--- config.mk ---
export PLATFORM = sky130hd
export DESIGN_NAME = byte_shuffle_splitmix_unit
export DESIGN_NICKNAME = d
export VERILOG_FILES = /design/src/rtl/sfl_pkg.sv /design/src/rtl/sfl_mix_unit.sv /design/src/rtl/sfl_mod_unit.sv /design/src/rtl/sfl_store.sv /design/src/rtl/byte_shuffle_splitmix_unit.sv
export SDC_FILE = /design/constraint.sdc
export NUM_CORES = 2
export LEC_CHECK = 0
export BUFFER_PORTS_ARGS = -buffer_cell sky130_fd_sc_hd__buf_2
export CORE_MARGIN = 8
export CORE_UTILIZATION = 60
export CTS_CLUSTER_DIAMETER = 120
export CTS_CLUSTER_SIZE = 8
export DETAILED_ROUTE_END_ITERATION = 16
export PLACE_DENSITY = 0.76
export REMOVE_ABC_BUFFERS = 1
export SETUP_SLACK_MARGIN = 0.3
export SLEW_MARGIN = 20
export SYNTH_ARGS = -nofsm -noshare
export SYNTH_HDL_FRONTEND = slang
export SYNTH_HIERARCHICAL = 1
export SYNTH_SLANG_ARGS = --single-unit
--- constraint.sdc ---
create_clock -name clock -period 18.5 [get_ports clock]
set_input_delay 0.925 -clock clock [delete_from_list [all_inputs] [get_ports clock]]
set_output_delay 0.925 -clock clock [all_outputs]
set_load 0.03 [all_outputs]
--- src/rtl/sfl_pkg.sv ---
// sfl_pkg: shared constants for the byte shuffle block
// holds the weyl step, the two mixing multipliers and their shift amounts
// no dependencies
package sfl_pkg;

   localparam int unsigned WORD_W  = 64;
   localparam int unsigned HALF_W  = 32;
   localparam int unsigned NBITS_W = 7;

   localparam logic [WORD_W-1:0] GOLDEN_STEP = 64'h9e37_79b9_7f4a_7c15;
   localparam logic [WORD_W-1:0] MIX_MUL_A   = 64'hbf58_476d_1ce4_e5b9;
   localparam logic [WORD_W-1:0] MIX_MUL_B   = 64'h94d0_49bb_1331_11eb;

   localparam int unsigned SHIFT_A = 30;
   localparam int unsigned SHIFT_B = 27;

   // operand selection of the shared multiplier within one 64-bit product
   localparam logic [1:0] MUL_LL   = 2'd0;
   localparam logic [1:0] MUL_LH   = 2'd1;
   localparam logic [1:0] MUL_HL   = 2'd2;
   localparam logic [1:0] MUL_LAST = 2'd3;

endpackage

--- src/rtl/sfl_mix_unit.sv ---
// sfl_mix_unit: the two xor-shift-multiply rounds of the mixer
// one shared 32x32 multiplier builds each 64-bit product from three partials
// depends on sfl_pkg
module sfl_mix_unit
   import sfl_pkg::*;
(
   input  logic              clock,
   input  logic              reset,
   input  logic              start,
   input  logic [WORD_W-1:0] seed,
   output logic              done,
   output logic [WORD_W-1:0] result
);

   logic              busy_ff, busy_in;
   logic              done_ff, done_in;
   logic              round_ff, round_in;
   logic [1:0]        step_ff, step_in;
   logic [WORD_W-1:0] x_ff, x_in;
   logic [WORD_W-1:0] acc_ff, acc_in;
   logic [WORD_W-1:0] prod_ff;
   logic [WORD_W-1:0] mul_k;
   logic [HALF_W-1:0] mul_a, mul_b;

   assign mul_k = round_ff ? MIX_MUL_B : MIX_MUL_A;

   always_comb begin
      unique case (step_ff)
         MUL_LL: begin
            mul_a = x_ff[HALF_W-1:0];
            mul_b = mul_k[HALF_W-1:0];
         end
         MUL_LH: begin
            mul_a = x_ff[HALF_W-1:0];
            mul_b = mul_k[WORD_W-1:HALF_W];
         end
         MUL_HL: begin
            mul_a = x_ff[WORD_W-1:HALF_W];
            mul_b = mul_k[HALF_W-1:0];
         end
         default: begin
            mul_a = '0;
            mul_b = '0;
         end
      endcase
   end

   always_comb begin
      busy_in  = busy_ff;
      done_in  = 1'b0;
      round_in = round_ff;
      step_in  = step_ff;
      x_in     = x_ff;
      acc_in   = acc_ff;
      if (start) begin
         busy_in  = 1'b1;
         round_in = 1'b0;
         step_in  = MUL_LL;
         x_in     = seed ^ (seed >> SHIFT_A);
      end else if (busy_ff) begin
         step_in = step_ff + 2'd1;
         unique case (step_ff)
            MUL_LL:  acc_in = acc_ff;
            MUL_LH:  acc_in = prod_ff;
            default: acc_in = acc_ff + {prod_ff[HALF_W-1:0], {HALF_W{1'b0}}};
         endcase
         if (step_ff == MUL_LAST) begin
            if (!round_ff) begin
               round_in = 1'b1;
               x_in     = acc_in ^ (acc_in >> SHIFT_B);
            end else begin
               busy_in = 1'b0;
               done_in = 1'b1;
            end
         end
      end
   end

   always_ff @(posedge clock) begin
      if (reset) begin
         busy_ff  <= 1'b0;
         done_ff  <= 1'b0;
         round_ff <= 1'b0;
         step_ff  <= MUL_LL;
      end else begin
         busy_ff  <= busy_in;
         done_ff  <= done_in;
         round_ff <= round_in;
         step_ff  <= step_in;
      end
   end

   always_ff @(posedge clock) begin
      x_ff    <= x_in;
      acc_ff  <= acc_in;
      prod_ff <= mul_a * mul_b;
   end

   assign done   = done_ff;
   assign result = acc_ff;

endmodule

--- src/rtl/sfl_mod_unit.sv ---
// sfl_mod_unit: bit-serial restoring remainder, one dividend bit a cycle
// dividend bits are taken from the top, nbits of them
// depends on sfl_pkg
module sfl_mod_unit
   import sfl_pkg::*;
#(
   parameter int unsigned DIV_W = 7
) (
   input  logic               clock,
   input  logic               reset,
   input  logic               start,
   input  logic [WORD_W-1:0]  dividend,
   input  logic [DIV_W-1:0]   divisor,
   input  logic [NBITS_W-1:0] nbits,
   output logic               done,
   output logic [DIV_W-1:0]   remainder
);

   logic               busy_ff, busy_in;
   logic               done_ff, done_in;
   logic [NBITS_W-1:0] cnt_ff, cnt_in;
   logic [WORD_W-1:0]  dvd_ff, dvd_in;
   logic [DIV_W-1:0]   div_ff, div_in;
   logic [DIV_W-1:0]   rem_ff, rem_in;
   logic [DIV_W:0]     trial;
   logic [DIV_W:0]     diff;

   assign trial = {rem_ff, dvd_ff[WORD_W-1]};
   assign diff  = trial - {1'b0, div_ff};

   always_comb begin
      busy_in = busy_ff;
      done_in = 1'b0;
      cnt_in  = cnt_ff;
      dvd_in  = dvd_ff;
      div_in  = div_ff;
      rem_in  = rem_ff;
      if (start) begin
         busy_in = 1'b1;
         cnt_in  = nbits;
         dvd_in  = dividend;
         div_in  = divisor;
         rem_in  = '0;
      end else if (busy_ff) begin
         rem_in = (trial >= {1'b0, div_ff}) ? diff[DIV_W-1:0] : trial[DIV_W-1:0];
         dvd_in = {dvd_ff[WORD_W-2:0], 1'b0};
         cnt_in = cnt_ff - NBITS_W'(1);
         if (cnt_ff == NBITS_W'(1)) begin
            busy_in = 1'b0;
            done_in = 1'b1;
         end
      end
   end

   always_ff @(posedge clock) begin
      if (reset) begin
         busy_ff <= 1'b0;
         done_ff <= 1'b0;
         cnt_ff  <= '0;
      end else begin
         busy_ff <= busy_in;
         done_ff <= done_in;
         cnt_ff  <= cnt_in;
      end
   end

   always_ff @(posedge clock) begin
      dvd_ff <= dvd_in;
      div_ff <= div_in;
      rem_ff <= rem_in;
   end

   assign done      = done_ff;
   assign remainder = rem_ff;

endmodule

--- src/rtl/sfl_store.sv ---
// sfl_store: byte buffer, one write port and one registered read port
// depends on sfl_pkg for nothing but the house layout
module sfl_store
   import sfl_pkg::*;
#(
   parameter int unsigned DEPTH  = 64,
   parameter int unsigned ADDR_W = 6
) (
   input  logic              clock,
   input  logic              wr_en,
   input  logic [ADDR_W-1:0] wr_addr,
   input  logic [7:0]        wr_data,
   input  logic [ADDR_W-1:0] rd_addr,
   output logic [7:0]        rd_data
);

   logic [7:0] mem_ff [DEPTH];
   logic [7:0] rd_data_ff;

   always_ff @(posedge clock) begin
      if (wr_en) begin
         mem_ff[wr_addr] <= wr_data;
      end
      rd_data_ff <= mem_ff[rd_addr];
   end

   assign rd_data = rd_data_ff;

endmodule

--- src/rtl/byte_shuffle_splitmix_unit.sv ---
// byte_shuffle_splitmix_unit: top level of the byte shuffler
// uses sfl_pkg, sfl_store, sfl_mix_unit and sfl_mod_unit
//
// usage
//   req_ channel: one byte a word; req_last_in closes a batch. bytes past
//   MAX_ITEMS are dropped, but a dropped word with last still closes the batch
//   rsp_ channel: the shuffled batch, one byte a word, position counting up
//   from 0, rsp_out_last on the final byte
//   csr_ channel: writing csr_seed_value reloads the weyl counter; take it only
//   while the block is loading
// timing
//   loading takes one byte a cycle; req_stall is low only while loading
//   a batch of n bytes then runs n-1 swap steps, each of them a weyl advance,
//   the mixer (the shared 32x32 multiplier, three partials per 64-bit product
//   over two rounds, then done seen), the bit-serial remainder by n, the
//   remainder by i+1, and four store accesses
//   output then reads and puts each byte in turn through the single read port
// reset and stall
//   reset empties the buffer and sets the weyl counter to the golden step
//   a stalled rsp_ word holds in its output register; the sequencer waits
module byte_shuffle_splitmix_unit
   import sfl_pkg::*;
#(
   parameter int unsigned MAX_ITEMS = 64
) (
   input  logic              clock,
   input  logic              reset,
   input  logic              req_valid,
   output logic              req_stall,
   input  logic [7:0]        req_element_byte,
   input  logic              req_last_in,
   output logic              rsp_valid,
   input  logic              rsp_stall,
   output logic [7:0]        rsp_out_byte,
   output logic [5:0]        rsp_out_position,
   output logic              rsp_out_last,
   input  logic              csr_valid,
   output logic              csr_ready,
   input  logic [WORD_W-1:0] csr_seed_value
);

   localparam int unsigned ADDR_W = $clog2(MAX_ITEMS);
   localparam int unsigned CNT_W  = $clog2(MAX_ITEMS + 1);

   // sequencer codes
   localparam logic [3:0] ST_LOAD    = 4'd0;
   localparam logic [3:0] ST_STEP    = 4'd1;
   localparam logic [3:0] ST_MIX     = 4'd2;
   localparam logic [3:0] ST_MOD_N   = 4'd3;
   localparam logic [3:0] ST_MOD_I   = 4'd4;
   localparam logic [3:0] ST_RD_I    = 4'd5;
   localparam logic [3:0] ST_RD_J    = 4'd6;
   localparam logic [3:0] ST_WR_I    = 4'd7;
   localparam logic [3:0] ST_WR_J    = 4'd8;
   localparam logic [3:0] ST_OUT_RD  = 4'd9;
   localparam logic [3:0] ST_OUT_PUT = 4'd10;

   logic [3:0]        state_ff, state_in;
   logic [CNT_W-1:0]  fill_ff, fill_in;
   logic [CNT_W-1:0]  n_ff, n_in;
   logic [ADDR_W-1:0] i_ff, i_in;
   logic [ADDR_W-1:0] j_ff, j_in;
   logic [ADDR_W-1:0] k_ff, k_in;
   logic [7:0]        tmp_ff, tmp_in;
   logic [WORD_W-1:0] weyl_ff, weyl_in;
   logic              rsp_valid_ff, rsp_valid_in;
   logic [7:0]        rsp_byte_ff, rsp_byte_in;
   logic [5:0]        rsp_pos_ff, rsp_pos_in;
   logic              rsp_last_ff, rsp_last_in;

   // store ports
   logic              st_wr_en;
   logic [ADDR_W-1:0] st_wr_addr;
   logic [7:0]        st_wr_data;
   logic [ADDR_W-1:0] st_rd_addr;
   logic [7:0]        st_rd_data;

   // shared units
   logic              mix_start, mix_done;
   logic [WORD_W-1:0] mix_seed, mix_result;
   logic              mod_start, mod_done;
   logic [WORD_W-1:0] mod_dividend;
   logic [CNT_W-1:0]  mod_divisor, mod_rem;
   logic [NBITS_W-1:0] mod_nbits;

   logic              req_take;
   logic              out_free;
   logic [CNT_W-1:0]  fill_next;
   logic [WORD_W-1:0] weyl_step;

   assign req_take  = req_valid && (state_ff == ST_LOAD);
   assign out_free  = !rsp_valid_ff || !rsp_stall;
   assign fill_next = (fill_ff < CNT_W'(MAX_ITEMS)) ? fill_ff + CNT_W'(1) : fill_ff;
   assign weyl_step = weyl_ff + GOLDEN_STEP;
   assign mix_seed  = weyl_step;

   always_comb begin
      state_in     = state_ff;
      fill_in      = fill_ff;
      n_in         = n_ff;
      i_in         = i_ff;
      j_in         = j_ff;
      k_in         = k_ff;
      tmp_in       = tmp_ff;
      weyl_in      = weyl_ff;
      rsp_valid_in = rsp_valid_ff && rsp_stall;
      rsp_byte_in  = rsp_byte_ff;
      rsp_pos_in   = rsp_pos_ff;
      rsp_last_in  = rsp_last_ff;
      st_wr_en     = 1'b0;
      st_wr_addr   = i_ff;
      st_wr_data   = st_rd_data;
      st_rd_addr   = i_ff;
      mix_start    = 1'b0;
      mod_start    = 1'b0;
      mod_dividend = mix_result;
      mod_divisor  = n_ff;
      mod_nbits    = NBITS_W'(WORD_W);

      unique case (state_ff)
         ST_LOAD: begin
            if (csr_valid) begin
               weyl_in = csr_seed_value;
            end
            if (req_take) begin
               // a byte past capacity is dropped
               if (fill_ff < CNT_W'(MAX_ITEMS)) begin
                  st_wr_en   = 1'b1;
                  st_wr_addr = fill_ff[ADDR_W-1:0];
                  st_wr_data = req_element_byte;
               end
               fill_in = fill_next;
               if (req_last_in) begin
                  n_in = fill_next;
                  i_in = ADDR_W'(fill_next - CNT_W'(1));
                  k_in = '0;
                  // a single byte needs no swap
                  state_in = (fill_next == CNT_W'(1)) ? ST_OUT_RD : ST_STEP;
               end
            end
         end
         ST_STEP: begin
            weyl_in   = weyl_step;
            mix_start = 1'b1;
            state_in  = ST_MIX;
         end
         ST_MIX: begin
            if (mix_done) begin
               mod_start = 1'b1;
               state_in  = ST_MOD_N;
            end
         end
         ST_MOD_N: begin
            // second reduction: the remainder by n, now by i+1
            mod_dividend = {mod_rem, {(WORD_W - CNT_W){1'b0}}};
            mod_divisor  = CNT_W'(i_ff) + CNT_W'(1);
            mod_nbits    = NBITS_W'(CNT_W);
            if (mod_done) begin
               mod_start = 1'b1;
               state_in  = ST_MOD_I;
            end
         end
         ST_MOD_I: begin
            if (mod_done) begin
               j_in     = mod_rem[ADDR_W-1:0];
               state_in = ST_RD_I;
            end
         end
         ST_RD_I: begin
            st_rd_addr = i_ff;
            state_in   = ST_RD_J;
         end
         ST_RD_J: begin
            st_rd_addr = j_ff;
            tmp_in     = st_rd_data;
            state_in   = ST_WR_I;
         end
         ST_WR_I: begin
            st_wr_en   = 1'b1;
            st_wr_addr = i_ff;
            st_wr_data = st_rd_data;
            state_in   = ST_WR_J;
         end
         ST_WR_J: begin
            st_wr_en   = 1'b1;
            st_wr_addr = j_ff;
            st_wr_data = tmp_ff;
            if (i_ff == ADDR_W'(1)) begin
               state_in = ST_OUT_RD;
            end else begin
               i_in     = i_ff - ADDR_W'(1);
               state_in = ST_STEP;
            end
         end
         ST_OUT_RD: begin
            st_rd_addr = k_ff;
            state_in   = ST_OUT_PUT;
         end
         ST_OUT_PUT: begin
            st_rd_addr = k_ff;
            if (out_free) begin
               rsp_valid_in = 1'b1;
               rsp_byte_in  = st_rd_data;
               rsp_pos_in   = 6'(k_ff);
               rsp_last_in  = (CNT_W'(k_ff) + CNT_W'(1)) == n_ff;
               if (rsp_last_in) begin
                  fill_in  = '0;
                  state_in = ST_LOAD;
               end else begin
                  k_in     = k_ff + ADDR_W'(1);
                  state_in = ST_OUT_RD;
               end
            end
         end
         default: begin
            state_in = ST_LOAD;
         end
      endcase
   end

   always_ff @(posedge clock) begin
      if (reset) begin
         state_ff     <= ST_LOAD;
         fill_ff      <= '0;
         weyl_ff      <= GOLDEN_STEP;
         rsp_valid_ff <= 1'b0;
      end else begin
         state_ff     <= state_in;
         fill_ff      <= fill_in;
         weyl_ff      <= weyl_in;
         rsp_valid_ff <= rsp_valid_in;
      end
   end

   always_ff @(posedge clock) begin
      n_ff        <= n_in;
      i_ff        <= i_in;
      j_ff        <= j_in;
      k_ff        <= k_in;
      tmp_ff      <= tmp_in;
      rsp_byte_ff <= rsp_byte_in;
      rsp_pos_ff  <= rsp_pos_in;
      rsp_last_ff <= rsp_last_in;
   end

   sfl_store #(
      .DEPTH  (MAX_ITEMS),
      .ADDR_W (ADDR_W)
   ) u_store (
      .clock   (clock),
      .wr_en   (st_wr_en),
      .wr_addr (st_wr_addr),
      .wr_data (st_wr_data),
      .rd_addr (st_rd_addr),
      .rd_data (st_rd_data)
   );

   sfl_mix_unit u_mix (
      .clock  (clock),
      .reset  (reset),
      .start  (mix_start),
      .seed   (mix_seed),
      .done   (mix_done),
      .result (mix_result)
   );

   sfl_mod_unit #(
      .DIV_W (CNT_W)
   ) u_mod (
      .clock     (clock),
      .reset     (reset),
      .start     (mod_start),
      .dividend  (mod_dividend),
      .divisor   (mod_divisor),
      .nbits     (mod_nbits),
      .done      (mod_done),
      .remainder (mod_rem)
   );

   assign req_stall        = (state_ff != ST_LOAD);
   assign csr_ready        = (state_ff == ST_LOAD);
   assign rsp_valid        = rsp_valid_ff;
   assign rsp_out_byte     = rsp_byte_ff;
   assign rsp_out_position = rsp_pos_ff;
   assign rsp_out_last     = rsp_last_ff;

endmodule

### Word-level counts from Yosys, hierarchy flattened

Memory sizes are Yosys's and may differ from the RTL's. A register that Yosys moved wholly into a read port is not among the register bits.
Index checks and enable logic that the tools add are counted.
W data, S select, Z words.

* output and inout port bits: 18
* word-level logic and storage cells: 177
* register bits after elaboration: 408
* memory bits (writable): 512
* memories: 1
* input bits: 78

* add/sub/neg operators: 11
* eq/ne operators: 28
* reductions and logical operators: 32
* muxes and demuxes: 71
* multiply operators: 1
* order comparisons: 2
* bitwise gates (word level): 6

Memories
* u_store.mem_ff: depth 64, bits a word 8, read ports 1, clocked after memory_dff 1, write ports 1, RTL line sfl_store.sv:17 `logic [7:0] mem_ff [DEPTH];`

Operators with widths (count)
* $mux W64: 10
* $pmux W64 S2: 2
* $pmux W32 S2: 2
* $add A64 B64 Y64: 1
* $add A64 B64 Y64 const B: 1
* $mul A32 B32 Y64: 1
* $xor A64 B34 Y64: 1
* $xor A64 B37 Y64: 1
* $mux W7: 9
* $mux W62: 1
* $mux W6: 9
* $pmux W6 S2: 4
* $pmux W4 S11: 1
* $mux W4: 9
* $mux W1: 18
* $eq A4 B3 Y1 const B: 4
* $mux W8: 2
* $pmux W8 S2: 1
* $add A6 B1 Y7 const B: 2
* $eq A7 B1 Y1 const B: 2
* $ne A2 B2 Y1 const B: 7
* $pmux W7 S2: 1
* $eq A4 B4 Y1 const B: 3
* $reduce_bool A2 Y1: 6
* other kinds (31): 53

### Depth between registers and ports, before layout

* depth in word-level cells: 9
* gate-level depth with buffers: 40

### Hierarchy

Netlist, hierarchy kept.

Modules (own cells, without submodules)
* sfl_mix_unit: area an instance 38488.2 µm², cells an instance 3834, instances 1, sequential area each 5225.0 µm²
* sfl_store: area an instance 20166.8 µm², cells an instance 940, instances 1, sequential area each 15534.9 µm²
* byte_shuffle_splitmix_unit: area an instance 9238.9 µm², cells an instance 1184, instances 1, sequential area each 2962.8 µm²
* sfl_mod_unit: area an instance 4062.6 µm², cells an instance 290, instances 1, sequential area each 2452.4 µm²

### Worst setup path after synthesis

No wires, ideal clock.

* kind: register -> register
* from: register u_mix.step_ff[1]
* to: register u_mix.prod_ff[63]
* period minus slack after synthesis: 9.644 ns
* cell stages (with the launch flop): 34
* arrival time: 9.522 ns
* slack: 8.856 ns
* setup time: 0.122 ns
* data required time: 18.378 ns
* path buffers: 8
* cell sequence: dfxtp_1 -> inv_1 -> clkbuf_1 -> clkbuf_1 -> buf_1 -> clkbuf_1 -> ha_1 -> clkbuf_1 -> clkbuf_1 -> buf_1 -> nand3b_1 -> clkbuf_1 -> a21oi_1 -> fa_1 -> fa_1 -> fa_1 -> inv_1 -> fa_1 -> inv_1 -> fa_1 -> fa_1 -> fa_1 -> fa_1 -> ha_1 -> a21o_1 -> a21o_1 -> a21o_1 -> a31o_1 -> a211o_1 -> o21ai_4 -> nor4_2 -> a211oi_2 -> a21oi_1 -> o32a_1

* word-level cells in the longest chain between the ends: 4
* elaborated cells between the ends (all ways): 8

RTL lines
* start, declared: RTL line sfl_mix_unit.sv:18 `logic [1:0] step_ff, step_in;`
* start signal, assigned: RTL line sfl_mix_unit.sv:89 `step_ff <= step_in;`
* $eq A2 B1 Y1 (tied with other cells): RTL line sfl_mix_unit.sv:28 `unique case (step_ff)`
* $reduce_or A2 Y1 (no line)
* $pmux W32 S2: RTL line sfl_mix_unit.sv:28
* $mul A32 B32 Y64 (*): RTL line sfl_mix_unit.sv:96 `prod_ff <= mul_a * mul_b;`
* end signal, assigned: RTL line sfl_mix_unit.sv:96
* end, declared: RTL line sfl_mix_unit.sv:21 `logic [WORD_W-1:0] prod_ff;`

Every way passes the cells marked *; elsewhere a longest branch is shown, timed or not.
A chain may end at the register's enable or synchronous reset.

### Worst setup path in the final report

* from: register u_mix.step_ff[0]
* to: register u_mix.prod_ff[63]

Same word-level chain as after synthesis.

==> run summary <==
Post-Synth Adder-Cell Area - 29.7%
Area Growth Syn to Fin - 8.40%
Post-Synthesis Cell Area - 72000 µm²
Vias per Instance - 6.34
Post-synth EDFFs - 759
die height - 362 µm
Final Non-Filler Cells - 7956
Die W - 362 µm
Worst-path clk slew - 0.05 ns
largest net degree at the start of global routing - 101
Filler Cells Inserted - 9043
Max Fclk - 92.6 MHz
Port Buffers - 95
clock sink count - 928
first drt pass iteration count - 7
Final Cycle Share - 58.4%
Root Driver - clkbuf_16
H-tree levels - 4
IO Count - 96
latest clock arrival within the worst-skew pair - 0.77 ns
CTS tree - built
unrepaired setup endpoints after global routing - no
CP Class - reg2reg
DR WL/cell - 28.5 µm
Post-Synth XOR/XNOR Area - 3.01%
Final TNS setup - 0 ns
post-synthesis area per instance - 11.5 µm²
main combinational cell family by area after synthesis - adder cells
hold path depth - 3
DP HPWL - 172 mm
met2 global-route usage - 55.1%
# DRC - 0
Slew @ Worst Pin - 1.15 ns
top_reg_cell synth - edfxtp_1
die area - 131000 µm²
Crit. path cell count - 33
total wire length - 227 mm
GRT overflow - 0
post-cts sizing count - 0
hold_ws - 0.441 ns
Worst EP arrival - 11.45 ns
status - completed
Post-Syn Instances - 6248
reg2reg path depth - 33
Top Usage Layer GRT - met2
Critical Path Sink Type - flop
CP required - 19.14 ns
initial DRC count - 5825
Placeable Area - 119000 µm²
pins over their slew limit - 0
flop and latch count out of synthesis - 928
clock buffer depth - 3
most frequent CP cell - fa_1
yosys warns - 6
grt met3 use - 6.27%
Post-DRT Antenna Nets - 0
MaxCap Viol Count - 0
Final min period - 10.80 ns
share of cells above drive strength 1 - 10.7%
Cells after DPL - 7748
final hold violations - 0
mux share of post-synthesis cell area - 6.18%
routability cong. - 1.07
CTS Buf Count - 134
Initial Util - 60.2%
Synth Area in Simple Gates - 9.07%
Max-slew headroom - 23.1%
Seq/Total Area, Yosys - 36.4%
ys async rst share - 0%
CTS Hold Bufs - 0
FF/Latch Area - 26200 µm²
Clock Skew - 0.0507 ns
GRT Overall Usage - 34.7%
first-pass GRT wire length - 338 mm
Synth cell types - 111
footprint of the multi-input gates - 41100 µm²
compound-gate portion of the synthesized area - 8.79%
Buf/Inv on CP - 8
CP delay by family, top - adder cells
hold crit path type - in2reg
Final #Nets - 7559
via count - 50500
CP max-delay cell - or2_2
row count - 127
met1 usage - 44.0%
Post-CTS Setup Inserts - 0
startpoint types - flop
Max stage delay on crit path - 0.72 ns
CP Max Fanout - 50
Setup Viol. Count Final - 0
antenna violations before repair - 2
vias in the first global route - 51900
==> cell type report <==
class,count,share of cell area [%]
Antenna cell,2,0.00642
Clock buffer,190,4.61
Clock inverter,15,0.476
Inverter,981,4.72
Multi-Input combinational cell,4052,52.6
Sequential cell,928,33.6
Tap cell,1612,2.59
Timing Repair Buffer,176,1.41
==> worst min-delay path, stage by stage <==
cell	delay (ns)
buf_2	0.08
a221oi_1	0.06
nor2_1	0.08
==> logic make-up after synthesis <==
kind of cell,count (synthesis)
simple gates,1405
buf+inv,1270
flops,928
other cells,1
compound gates,916
fa+ha+maj,1208
xor+xnor,246
mux,274
==> path summary, 6_finish.rpt <==
kind                      start           endpoint  slack (ns)
max            u_mix/step_ff[0]  u_mix/prod_ff[63]        7.70
min          csr_seed_value[15]        weyl_ff[15]        0.44
max reg2reg    u_mix/step_ff[0]  u_mix/prod_ff[63]        7.70
min reg2reg  u_store/rd_data[3]    rsp_out_byte[3]        0.49
==> per-layer routing <==
metal | vias to the layer above | routed length (µm)
met5 | - | 20
met4 | 4 | 18000
met3 | 790 | 20000
met2 | 3071 | 106000
met1 | 25300 | 82500
li1 | 21300 | -
==> state kept, by name, indices dropped and copies added, names as in the netlist, 7 cells and up <==
signal	flops
u_mix/result	64
rsp_out_byte	8
u_mix/x_ff	64
u_mod/div_ff	7
u_store/mem_ff	512
tmp_ff	8
u_store/rd_data	8
n_ff	7
u_mod/remainder	7
weyl_ff	64
fill_ff	7
u_mod/dvd_ff	64
u_mix/prod_ff	64
u_mod/cnt_ff	7
==> through the flow <==
stage          instance area (µm²)  utilization (%)  worst slack (ns)
2_1_floorplan                70700                -              7.16
3_3_place_gp                 74000             61.9              8.14
3_5_place_dp                 74000             61.9              7.99
4_1_cts                      78000             65.2              7.93
5_1_grt                      78000             65.3              7.30
6_report                     78000             65.3              7.70
==> placed cells by master, fill, tap and decap left out, types with 30 or more instances in the layout <==
cell and instances:
a21o_1 59, a21oi_1 193, a22o_1 47, a22oi_1 91, and2_1 68, and3_1 35, buf_2 95, buf_4 80
clkbuf_1 54, clkbuf_16 135, dfxtp_1 169, edfxtp_1 759, fa_1 833, ha_1 373, inv_1 978, mux2_2 103
mux2i_1 45, mux4_2 126, nand2_1 403, nand2b_1 50, nand3_1 68, nor2_1 513, nor2b_1 30, nor3_1 67
o21ai_0 145, or2_2 30, xnor2_1 152, xor2_1 93
==> Yosys cell counts, drive strengths merged, types with 12 or more instances <==
master | number | area [µm²]
a21o | 60 | 452
xor2 | 93 | 815
and2 | 68 | 425
mux2 | 103 | 1160
a22o | 47 | 412
nor4 | 16 | 170
a31o | 12 | 105
buf | 75 | 459
dfxtp | 169 | 3380
nand2 | 411 | 1550
o21a | 19 | 144
o221ai | 17 | 149
o22ai | 25 | 156
nor3 | 70 | 350
a31oi | 28 | 175
and4 | 12 | 105
nand4 | 25 | 156
o21ai | 190 | 988
fa | 833 | 16700
edfxtp | 759 | 22800
or2 | 31 | 194
o21bai | 18 | 139
a22oi | 91 | 683
and3 | 36 | 230
mux2i | 45 | 450
xnor2 | 152 | 1330
o211ai | 24 | 185
a221oi | 19 | 173
clkbuf | 214 | 803
inv | 980 | 3680
mux4 | 126 | 2840
a21oi | 198 | 1000
nor2b | 31 | 194
nand3 | 68 | 340
o31ai | 16 | 140
a211oi | 29 | 248
a311oi | 14 | 129
ha | 375 | 4690
nor2 | 515 | 1940
or3 | 26 | 173
nand2b | 52 | 325
Power is left out: the tool's default activity adds up to more than one toggle a clock period on the data nets, which glitch-free logic cannot reach.
